<file path="src/hw/rtl/ir_pulse_code_decoder_unit_defines.svh">
// assertion macros for the ir pulse code decoder
`ifndef IR_PULSE_CODE_DECODER_UNIT_DEFINES_SVH
`define IR_PULSE_CODE_DECODER_UNIT_DEFINES_SVH

`ifndef SYNTHESIS
// antecedent implies consequent in the same cycle
`define IRPCD_ASSERT_IMPLY(lbl, clk, rst_n, ante, cons, msg) \
  lbl: assert property (@(posedge clk) disable iff (!rst_n) (ante) |-> (cons)) \
    else $error(msg);
// antecedent implies consequent in the next cycle
`define IRPCD_ASSERT_NEXT(lbl, clk, rst_n, ante, cons, msg) \
  lbl: assert property (@(posedge clk) disable iff (!rst_n) (ante) |=> (cons)) \
    else $error(msg);
`else
`define IRPCD_ASSERT_IMPLY(lbl, clk, rst_n, ante, cons, msg)
`define IRPCD_ASSERT_NEXT(lbl, clk, rst_n, ante, cons, msg)
`endif

`endif

</file>
<file path="src/hw/rtl/irpcd_pkg.sv">
package irpcd_pkg;

  localparam int CODE_BITS  = 32;
  localparam int HEX_DIGITS = (CODE_BITS + 3) / 4;
  localparam int NIB_W      = HEX_DIGITS * 4;
  localparam int CNT_W      = $clog2(HEX_DIGITS + 1);
  localparam int THR_W      = 16;

  localparam int FQ_DEPTH = 2;
  localparam int FQ_AW    = $clog2(FQ_DEPTH);
  localparam int FQ_CW    = $clog2(FQ_DEPTH + 1);

  localparam logic [THR_W-1:0] THR_RESET = 16'h1000;
  localparam logic [7:0]       CHAR_NL   = 8'd10;
  localparam logic [7:0]       CHAR_ZERO = 8'd48;
  localparam logic [7:0]       CHAR_COLON = 8'd58;
  localparam logic [7:0]       ALPHA_GAP = 8'd7;

  typedef enum logic {
    OP_EDGE    = 1'b0,
    OP_TIMEOUT = 1'b1
  } op_e;

  typedef struct packed {
    logic [CODE_BITS-1:0] code;
  } frame_t;

  function automatic logic [7:0] hex_char(input logic [3:0] nib);
    logic [7:0] c;
    c = {4'b0000, nib} + CHAR_ZERO;
    if (c >= CHAR_COLON) begin
      c = c + ALPHA_GAP;
    end
    return c;
  endfunction

endpackage

</file>
<file path="src/hw/rtl/irpcd_front.sv">
module irpcd_front import irpcd_pkg::*; (
  input  logic             clk_i,
  input  logic             rst_ni,
  input  logic             cfg_we_i,
  input  logic [THR_W-1:0] cfg_data_i,
  input  logic             accept_i,
  input  logic             operation_i,
  input  logic [15:0]      interval_i,
  output logic             frame_push_o,
  output frame_t           frame_o
);

  logic [CODE_BITS-1:0] code_q, code_d;
  logic                 pending_q, pending_d;
  logic [THR_W-1:0]     thr_q;

  always_comb begin
    code_d       = code_q;
    pending_d    = pending_q;
    frame_push_o = 1'b0;
    if (accept_i) begin
      unique case (op_e'(operation_i))
        OP_EDGE: begin
          pending_d = 1'b1;
          if (interval_i == '0) begin
            frame_push_o = 1'b1;
            code_d       = '0;
          end else begin
            code_d = {code_q[CODE_BITS-2:0], (interval_i >= thr_q)};
          end
        end
        OP_TIMEOUT: begin
          if (pending_q) begin
            pending_d    = 1'b0;
            frame_push_o = 1'b1;
            code_d       = '0;
          end
        end
        default: ;
      endcase
    end
  end

  assign frame_o.code = code_q;

  always_ff @(posedge clk_i or negedge rst_ni) begin
    if (!rst_ni) begin
      code_q    <= '0;
      pending_q <= 1'b0;
      thr_q     <= THR_RESET;
    end else begin
      code_q    <= code_d;
      pending_q <= pending_d;
      if (cfg_we_i) begin
        thr_q <= cfg_data_i;
      end
    end
  end

endmodule

</file>
<file path="src/hw/rtl/irpcd_fifo.sv">
module irpcd_fifo import irpcd_pkg::*; (
  input  logic   clk_i,
  input  logic   rst_ni,
  input  logic   push_i,
  input  frame_t data_i,
  output logic   full_o,
  input  logic   pop_i,
  output logic   empty_o,
  output frame_t data_o
);

  frame_t             mem_q [FQ_DEPTH];
  logic [FQ_AW-1:0]   wr_ptr_q, rd_ptr_q;
  logic [FQ_CW-1:0]   cnt_q;
  logic               do_push, do_pop;

  assign full_o  = (cnt_q == FQ_CW'(FQ_DEPTH));
  assign empty_o = (cnt_q == '0);
  assign do_push = push_i && !full_o;
  assign do_pop  = pop_i && !empty_o;
  assign data_o  = mem_q[rd_ptr_q];

  always_ff @(posedge clk_i) begin
    if (do_push) begin
      mem_q[wr_ptr_q] <= data_i;
    end
  end

  always_ff @(posedge clk_i or negedge rst_ni) begin
    if (!rst_ni) begin
      wr_ptr_q <= '0;
      rd_ptr_q <= '0;
      cnt_q    <= '0;
    end else begin
      if (do_push) begin
        wr_ptr_q <= wr_ptr_q + 1'b1;
      end
      if (do_pop) begin
        rd_ptr_q <= rd_ptr_q + 1'b1;
      end
      if (do_push && !do_pop) begin
        cnt_q <= cnt_q + 1'b1;
      end else if (do_pop && !do_push) begin
        cnt_q <= cnt_q - 1'b1;
      end
    end
  end

endmodule

</file>
<file path="src/hw/rtl/irpcd_back.sv">
module irpcd_back import irpcd_pkg::*; (
  input  logic       clk_i,
  input  logic       rst_ni,
  input  logic       fq_empty_i,
  input  frame_t     fq_data_i,
  output logic       fq_pop_o,
  output logic       busy_o,
  input  logic       pop_i,
  output logic       empty_o,
  output logic [7:0] text_byte_o,
  output logic       last_of_frame_o
);

  logic             busy_q, busy_d;
  logic [CNT_W-1:0] cnt_q, cnt_d;
  logic [NIB_W-1:0] code_q, code_d;
  logic             out_vld_q, out_vld_d;
  logic [7:0]       byte_q, byte_d;
  logic             last_q, last_d;
  logic             emit, is_nl;

  assign is_nl    = (cnt_q == CNT_W'(HEX_DIGITS));
  // output slot is free or drains this cycle
  assign emit     = busy_q && (!out_vld_q || pop_i);
  assign fq_pop_o = !busy_q && !fq_empty_i;

  always_comb begin
    busy_d    = busy_q;
    cnt_d     = cnt_q;
    code_d    = code_q;
    out_vld_d = out_vld_q;
    byte_d    = byte_q;
    last_d    = last_q;
    if (out_vld_q && pop_i) begin
      out_vld_d = 1'b0;
    end
    if (fq_pop_o) begin
      busy_d = 1'b1;
      cnt_d  = '0;
      code_d = NIB_W'(fq_data_i.code);
    end else if (emit) begin
      out_vld_d = 1'b1;
      last_d    = is_nl;
      byte_d    = is_nl ? CHAR_NL : hex_char(code_q[NIB_W-1 -: 4]);
      code_d    = code_q << 4;
      cnt_d     = cnt_q + 1'b1;
      if (is_nl) begin
        busy_d = 1'b0;
      end
    end
  end

  always_ff @(posedge clk_i or negedge rst_ni) begin
    if (!rst_ni) begin
      busy_q    <= 1'b0;
      cnt_q     <= '0;
      out_vld_q <= 1'b0;
    end else begin
      busy_q    <= busy_d;
      cnt_q     <= cnt_d;
      out_vld_q <= out_vld_d;
    end
  end

  always_ff @(posedge clk_i) begin
    code_q <= code_d;
    byte_q <= byte_d;
    last_q <= last_d;
  end

  assign busy_o          = busy_q;
  assign empty_o         = !out_vld_q;
  assign text_byte_o     = byte_q;
  assign last_of_frame_o = last_q;

endmodule

</file>
<file path="src/hw/rtl/ir_pulse_code_decoder_unit.sv">
// ir pulse-distance code decoder
// input queue side: push with operation_i / interval_i, taken when full is low.
//   an edge with a nonzero interval shifts one code bit (1 at or above the
//   threshold), an edge with zero interval or a timeout after an edge ends a frame.
// result queue side: while empty is low, text_byte_o / last_of_frame_o hold the
//   oldest byte; pop takes it. a frame gives 8 upper-case hex digits, msb first,
//   then a newline with last_of_frame_o set.
// config: cfg_valid_i / cfg_ready_o write bit_threshold; ready is always high,
//   write only while idle.
// throughput: one event per cycle while the two-entry frame queue has room;
//   bytes leave at one per cycle while pop is high, with a gap between frames
//   while the serializer loads the next code.
// a frame's first digit shows after the frame queue write and the serializer load.
// reset clears the code, the pending flag and both queues; threshold returns
//   to 4096. when pop stays low the output byte holds, the serializer stops,
//   the frame queue fills, and full then holds off further events.
`include "ir_pulse_code_decoder_unit_defines.svh"

module ir_pulse_code_decoder_unit import irpcd_pkg::*; (
  input  logic             clk_i,
  input  logic             rst_ni,
  input  logic             cfg_valid_i,
  output logic             cfg_ready_o,
  input  logic [THR_W-1:0] cfg_data_i,
  input  logic             push,
  output logic             full,
  input  logic             operation_i,
  input  logic [15:0]      interval_i,
  output logic             empty,
  input  logic             pop,
  output logic [7:0]       text_byte_o,
  output logic             last_of_frame_o
);

  logic   frame_push;
  frame_t frame_in, frame_out;
  logic   fq_empty, fq_pop, back_busy;

  assign cfg_ready_o = 1'b1;

  irpcd_front u_front (
    .clk_i        (clk_i),
    .rst_ni       (rst_ni),
    .cfg_we_i     (cfg_valid_i && cfg_ready_o),
    .cfg_data_i   (cfg_data_i),
    .accept_i     (push && !full),
    .operation_i  (operation_i),
    .interval_i   (interval_i),
    .frame_push_o (frame_push),
    .frame_o      (frame_in)
  );

  irpcd_fifo u_fifo (
    .clk_i   (clk_i),
    .rst_ni  (rst_ni),
    .push_i  (frame_push),
    .data_i  (frame_in),
    .full_o  (full),
    .pop_i   (fq_pop),
    .empty_o (fq_empty),
    .data_o  (frame_out)
  );

  irpcd_back u_back (
    .clk_i           (clk_i),
    .rst_ni          (rst_ni),
    .fq_empty_i      (fq_empty),
    .fq_data_i       (frame_out),
    .fq_pop_o        (fq_pop),
    .busy_o          (back_busy),
    .pop_i           (pop),
    .empty_o         (empty),
    .text_byte_o     (text_byte_o),
    .last_of_frame_o (last_of_frame_o)
  );

  `IRPCD_ASSERT_IMPLY(a_nl_on_last, clk_i, rst_ni,
    !empty && last_of_frame_o, text_byte_o == CHAR_NL, "last beat is not a newline")
  `IRPCD_ASSERT_IMPLY(a_digit_is_hex, clk_i, rst_ni,
    !empty && !last_of_frame_o,
    (text_byte_o >= 8'd48 && text_byte_o <= 8'd57) ||
    (text_byte_o >= 8'd65 && text_byte_o <= 8'd70),
    "digit beat is not upper-case hex")
  `IRPCD_ASSERT_IMPLY(a_no_frame_loss, clk_i, rst_ni,
    frame_push, !full, "frame pushed into a full queue")
  `IRPCD_ASSERT_NEXT(a_load_starts, clk_i, rst_ni,
    fq_pop, back_busy, "serializer did not start on load")

endmodule
</file>
<file path="config.mk">
export PLATFORM = sky130hd
export DESIGN_NAME = ir_pulse_code_decoder_unit
export DESIGN_NICKNAME = d
export VERILOG_FILES = /design/src/hw/rtl/irpcd_pkg.sv /design/src/hw/rtl/irpcd_front.sv /design/src/hw/rtl/irpcd_fifo.sv /design/src/hw/rtl/irpcd_back.sv /design/src/hw/rtl/ir_pulse_code_decoder_unit.sv
export VERILOG_INCLUDE_DIRS = /design/src /design/src/hw/rtl
export SDC_FILE = /design/constraint.sdc
export NUM_CORES = 1
export LEC_CHECK = 0
export BUFFER_PORTS_ARGS = -buffer_cell sky130_fd_sc_hd__buf_2
export CAP_MARGIN = 40
export CELL_PAD_IN_SITES_DETAIL_PLACEMENT = 1
export CELL_PAD_IN_SITES_GLOBAL_PLACEMENT = 1
export CORE_AREA = 2 2 94 187
export CTS_BUF_LIST = sky130_fd_sc_hd__clkbuf_8
export DETAILED_ROUTE_END_ITERATION = 10
export DIE_AREA = 0 0 96 189
export GPL_ROUTABILITY_DRIVEN = 0
export PLACE_DENSITY_LB_ADDON = 0.1
export SYNTH_ARGS = -nofsm -noshare
export SYNTH_HDL_FRONTEND = slang
export SYNTH_SLANG_ARGS = --single-unit
</file>
<file path="constraint.sdc">
create_clock -name clk_i -period 4.4 [get_ports clk_i]
set_input_delay 0.22 -clock clk_i [delete_from_list [all_inputs] [get_ports clk_i]]
set_output_delay 0.22 -clock clk_i [all_outputs]
set_load 0.03 [all_outputs]
</file>
==> impl_metrics.yaml <==
sta:
  fin_crit_sh_pct: 51.4
  final-setup-viol-count: 0
  setup_tns_ps: 0
  hold_violations: 0
  slew-limit-headroom_pct: 45.7
  layout_min_cycle_time_ps: 2260
  finalClockSkew_ps: 10.6
  tightest_slew_ps: 815
  slew_violations: 0
  rsz0062_at_grt: "no"
  fmax_mhz: 442
  finalWorstSetupSlack_ps: 2140
place:
  dpl.hpwl_um: 8560
  placed_cell_area_um2: 7070
  io_buffers: 47
  dp_slack_ps: 1970
synthesis:
  yosys_warnings: 0
  post-synth-top-count-cell: "edfxtp_1"
  synth_top_area_cell: "edfxtp_1"
  synth.area.top_cells: "edfxtp_1, dfrtp_1, mux2i_1"
  async_flop_share_pct: 36.2
  synthFlopType: "edfxtp_1"
  synth_seq_cells: 163
  yosys.area.top_type_share_pct: 47.6
  syn_avg_cell_area_um2: 13.9
  synth_cell_types: 43
  syn_area_um2: 6560
  seq_area_frac_synth_pct: 70.2
  synth_edf_count: 104
  synth_commonest_cells: "edfxtp_1, dfrtp_1, nand2_1, o21ai_0, mux2i_1"
  synth_fp_nets: 529
  synthCells: 470
setup_path:
  worstSetupStartpoint: "u_fifo.cnt_q[0]"
  worstReg2RegEnd: "u_fifo.mem_q[1][15]"
  worst_path_most_repeated_cell: "buf_4"
  crit_slowest_cell: "dfrtp_1"
  worst-path-buf-inv: 2
  cp-end-kind: "register"
  path_delay_family: "simple AND/OR/NAND/NOR gates"
  timing.rr.start: "u_fifo.cnt_q[0]"
  critical_path.max_fanout: 35
  path_depth: 6
  reg2reg_depth: 6
  crit_end: "u_fifo.mem_q[1][15]"
  criticalPathCategory: "reg2reg"
  max_stage_delay_ps: 480
  crit_chain: "nand2b_1, nand3_1, buf_4, nor2_1, and2_1, buf_4"
  cp.required_ps: 4520
  reg2reg_slack_ps: 2140
  startpoint_type: "register"
  cp_data_arrival_time_ps: 2380
final_layout:
  final_util_pct: 45.7
  synthToLayoutAreaGrowth_pct: 16.3
  antennaDiodeCount: 0
  postLayoutCellArea_um2: 7630
  nets: 600
  drive_gt1_share_pct: 17.1
floorplanning:
  start_util_pct: 39.3
  die-area_um2: 18100
  die_x_um: 96
  coreArea_um2: 16700
  boundaryPins: 50
  rows: 67
  die_h_um: 189
cts:
  cts_tree: "done"
  clk_pin_slew_worst_paths_ps: 90
  clock_sinks: 163
  postCtsSetupBuffers: 0
  cts_buffers: 17
  htreeDepth: 4
  clk_latency_ps: 470
  cts_root_buffer: "clkbuf_8"
  clock_path_buffers: 2
route:
  dr.pass1.iters: 4
  drtAntennaViolNets: 0
  drcViolationCount: 0
  vias: 3837
  via_per_inst: 5.04
  wire_per_inst_um: 17.0
  wl_met3_um: 264
  top_layer: "met4"
  drtIter0Drc: 116
  drt_wl_total_um: 13000
  wl_met2_um: 7510
  met1_length_um: 4910
grt:
  overflow: 0
  grt_pass1_wl_um: 21600
  grt_pass1_vias: 4173
  grt_max_degree: 66
  antenna_found_initial: 0
  grt_usage_pct: 16.2
power:
  irDropWorstVdd_mv: 0.232
  leakage_nw: 3.19
  p_per_area_nw_per_um2: 541
job:
  max_cap_viol_count: 0
run_status:
  run_status: "finished, final reports clean"
worst_hold_path:
  hold_class: "in2reg"
==> through the flow <==
stage	hold WS [ps]	cells	total power (W)
floorplan	-75.6	470	0.00280
global placement	429	709	0.00307
detailed placement	435	711	0.00313
CTS	102	761	0.00420
global route	114	761	0.00438
finish	118	761	0.00412
==> how the worst min path moves through the flow <==
stage	from	end	depth (start not counted)
after floorplan	rst_ni	u_back.busy_o	0
after global placement	rst_ni	u_front.thr_q[3]	2
after detailed placement	rst_ni	u_front.thr_q[3]	2
after CTS	pop	u_back.out_vld_q	3
after global routing	pop	u_back.out_vld_q	3
final	push	u_front.pending_q	3
==> state kept, by name, summed over array words and instances (netlist names) <==
signal / count
u_fifo.mem_q: 64
u_back.code_q: 32
u_front.frame_o: 32
u_front.thr_q: 16
u_back.text_byte_o: 7
u_back.cnt_q: 4
u_fifo.cnt_q: 2
u_back.busy_o: 1
u_back.last_of_frame_o: 1
u_back.out_vld_q: 1
u_fifo.rd_ptr_q: 1
u_fifo.wr_ptr_q: 1
u_front.pending_q: 1
==> worst reg2reg max path: cells and delay by family (launching register included) <==
| family | cells | cell delay [ps] |
|---|---|---|
| simple gates | 4 | 760 |
| buf+inv | 2 | 670 |
| flops | 1 | 480 |
==> kinds of logic (layout without fill, tap and decap cells) <==
group           after synthesis  after routing  share of synthesized area [%]
simple gates                 96             96                           6.60
compound gates              101            101                           10.1
mux                          33             33                           5.06
xor+xnor                      8              8                           1.07
buf+inv                      46            130                           2.88
fa+ha+maj                    21             21                           4.01
flops                       163            163                           70.2
other cells                   2              2                          0.115
==> final cells by class <==
cell class / instances / area, um2
tap: 207 / 259
timing repair buffer: 74 / 510
multi-input combinational: 261 / 1790
fill: 1735 / 9060
clock buffer: 18 / 248
clock inverter: 14 / 130
sequential: 163 / 4600
inverter: 24 / 90.1
==> cell usage in the layout (no fill, tap or decap), types with 4 or more instances in the layout <==
cell type | netlist | layout
dfrtp_1 | 58 | 58
ha_1 | 21 | 21
buf_4 | 2 | 7
o21ai_0 | 49 | 49
nor4_1 | 4 | 4
nor2_1 | 15 | 15
clkinvlp_4 | 0 | 4
xnor2_1 | 5 | 5
dlygate4sd3_1 | 0 | 18
a22o_1 | 31 | 31
a21oi_1 | 7 | 7
mux2i_1 | 32 | 32
nand3_1 | 4 | 4
clkbuf_8 | 0 | 18
nand2_1 | 53 | 52
edfxtp_1 | 104 | 104
nand2b_1 | 5 | 5
buf_2 | 7 | 47
inv_1 | 24 | 24
==> where the power goes <==
group          internal (W)  switching (W)  total (W)
Sequential          0.00199       0.000140    0.00213
Combinational      0.000356       0.000586   0.000943
Clock              0.000468       0.000579    0.00105
==> per-layer routing <==
| layer | global-route usage (%) | vias up |
|---|---|---|
| li1 | - | 1851 |
| met1 | 17.6 | 1919 |
| met2 | 29.5 | 52 |
| met3 | 3.22 | 15 |
| met4 | 6.76 | 0 |
| met5 | 0 | - |
==> what timing repair did <==
| item | 4_1_cts | 5_1_grt |
|---|---|---|
| resized for setup | 0 | 0 |
| endpoints found under the hold margin | 75 | 0 |
| hold buffers | 18 | 0 |
(Power assumes the default switching activity.)
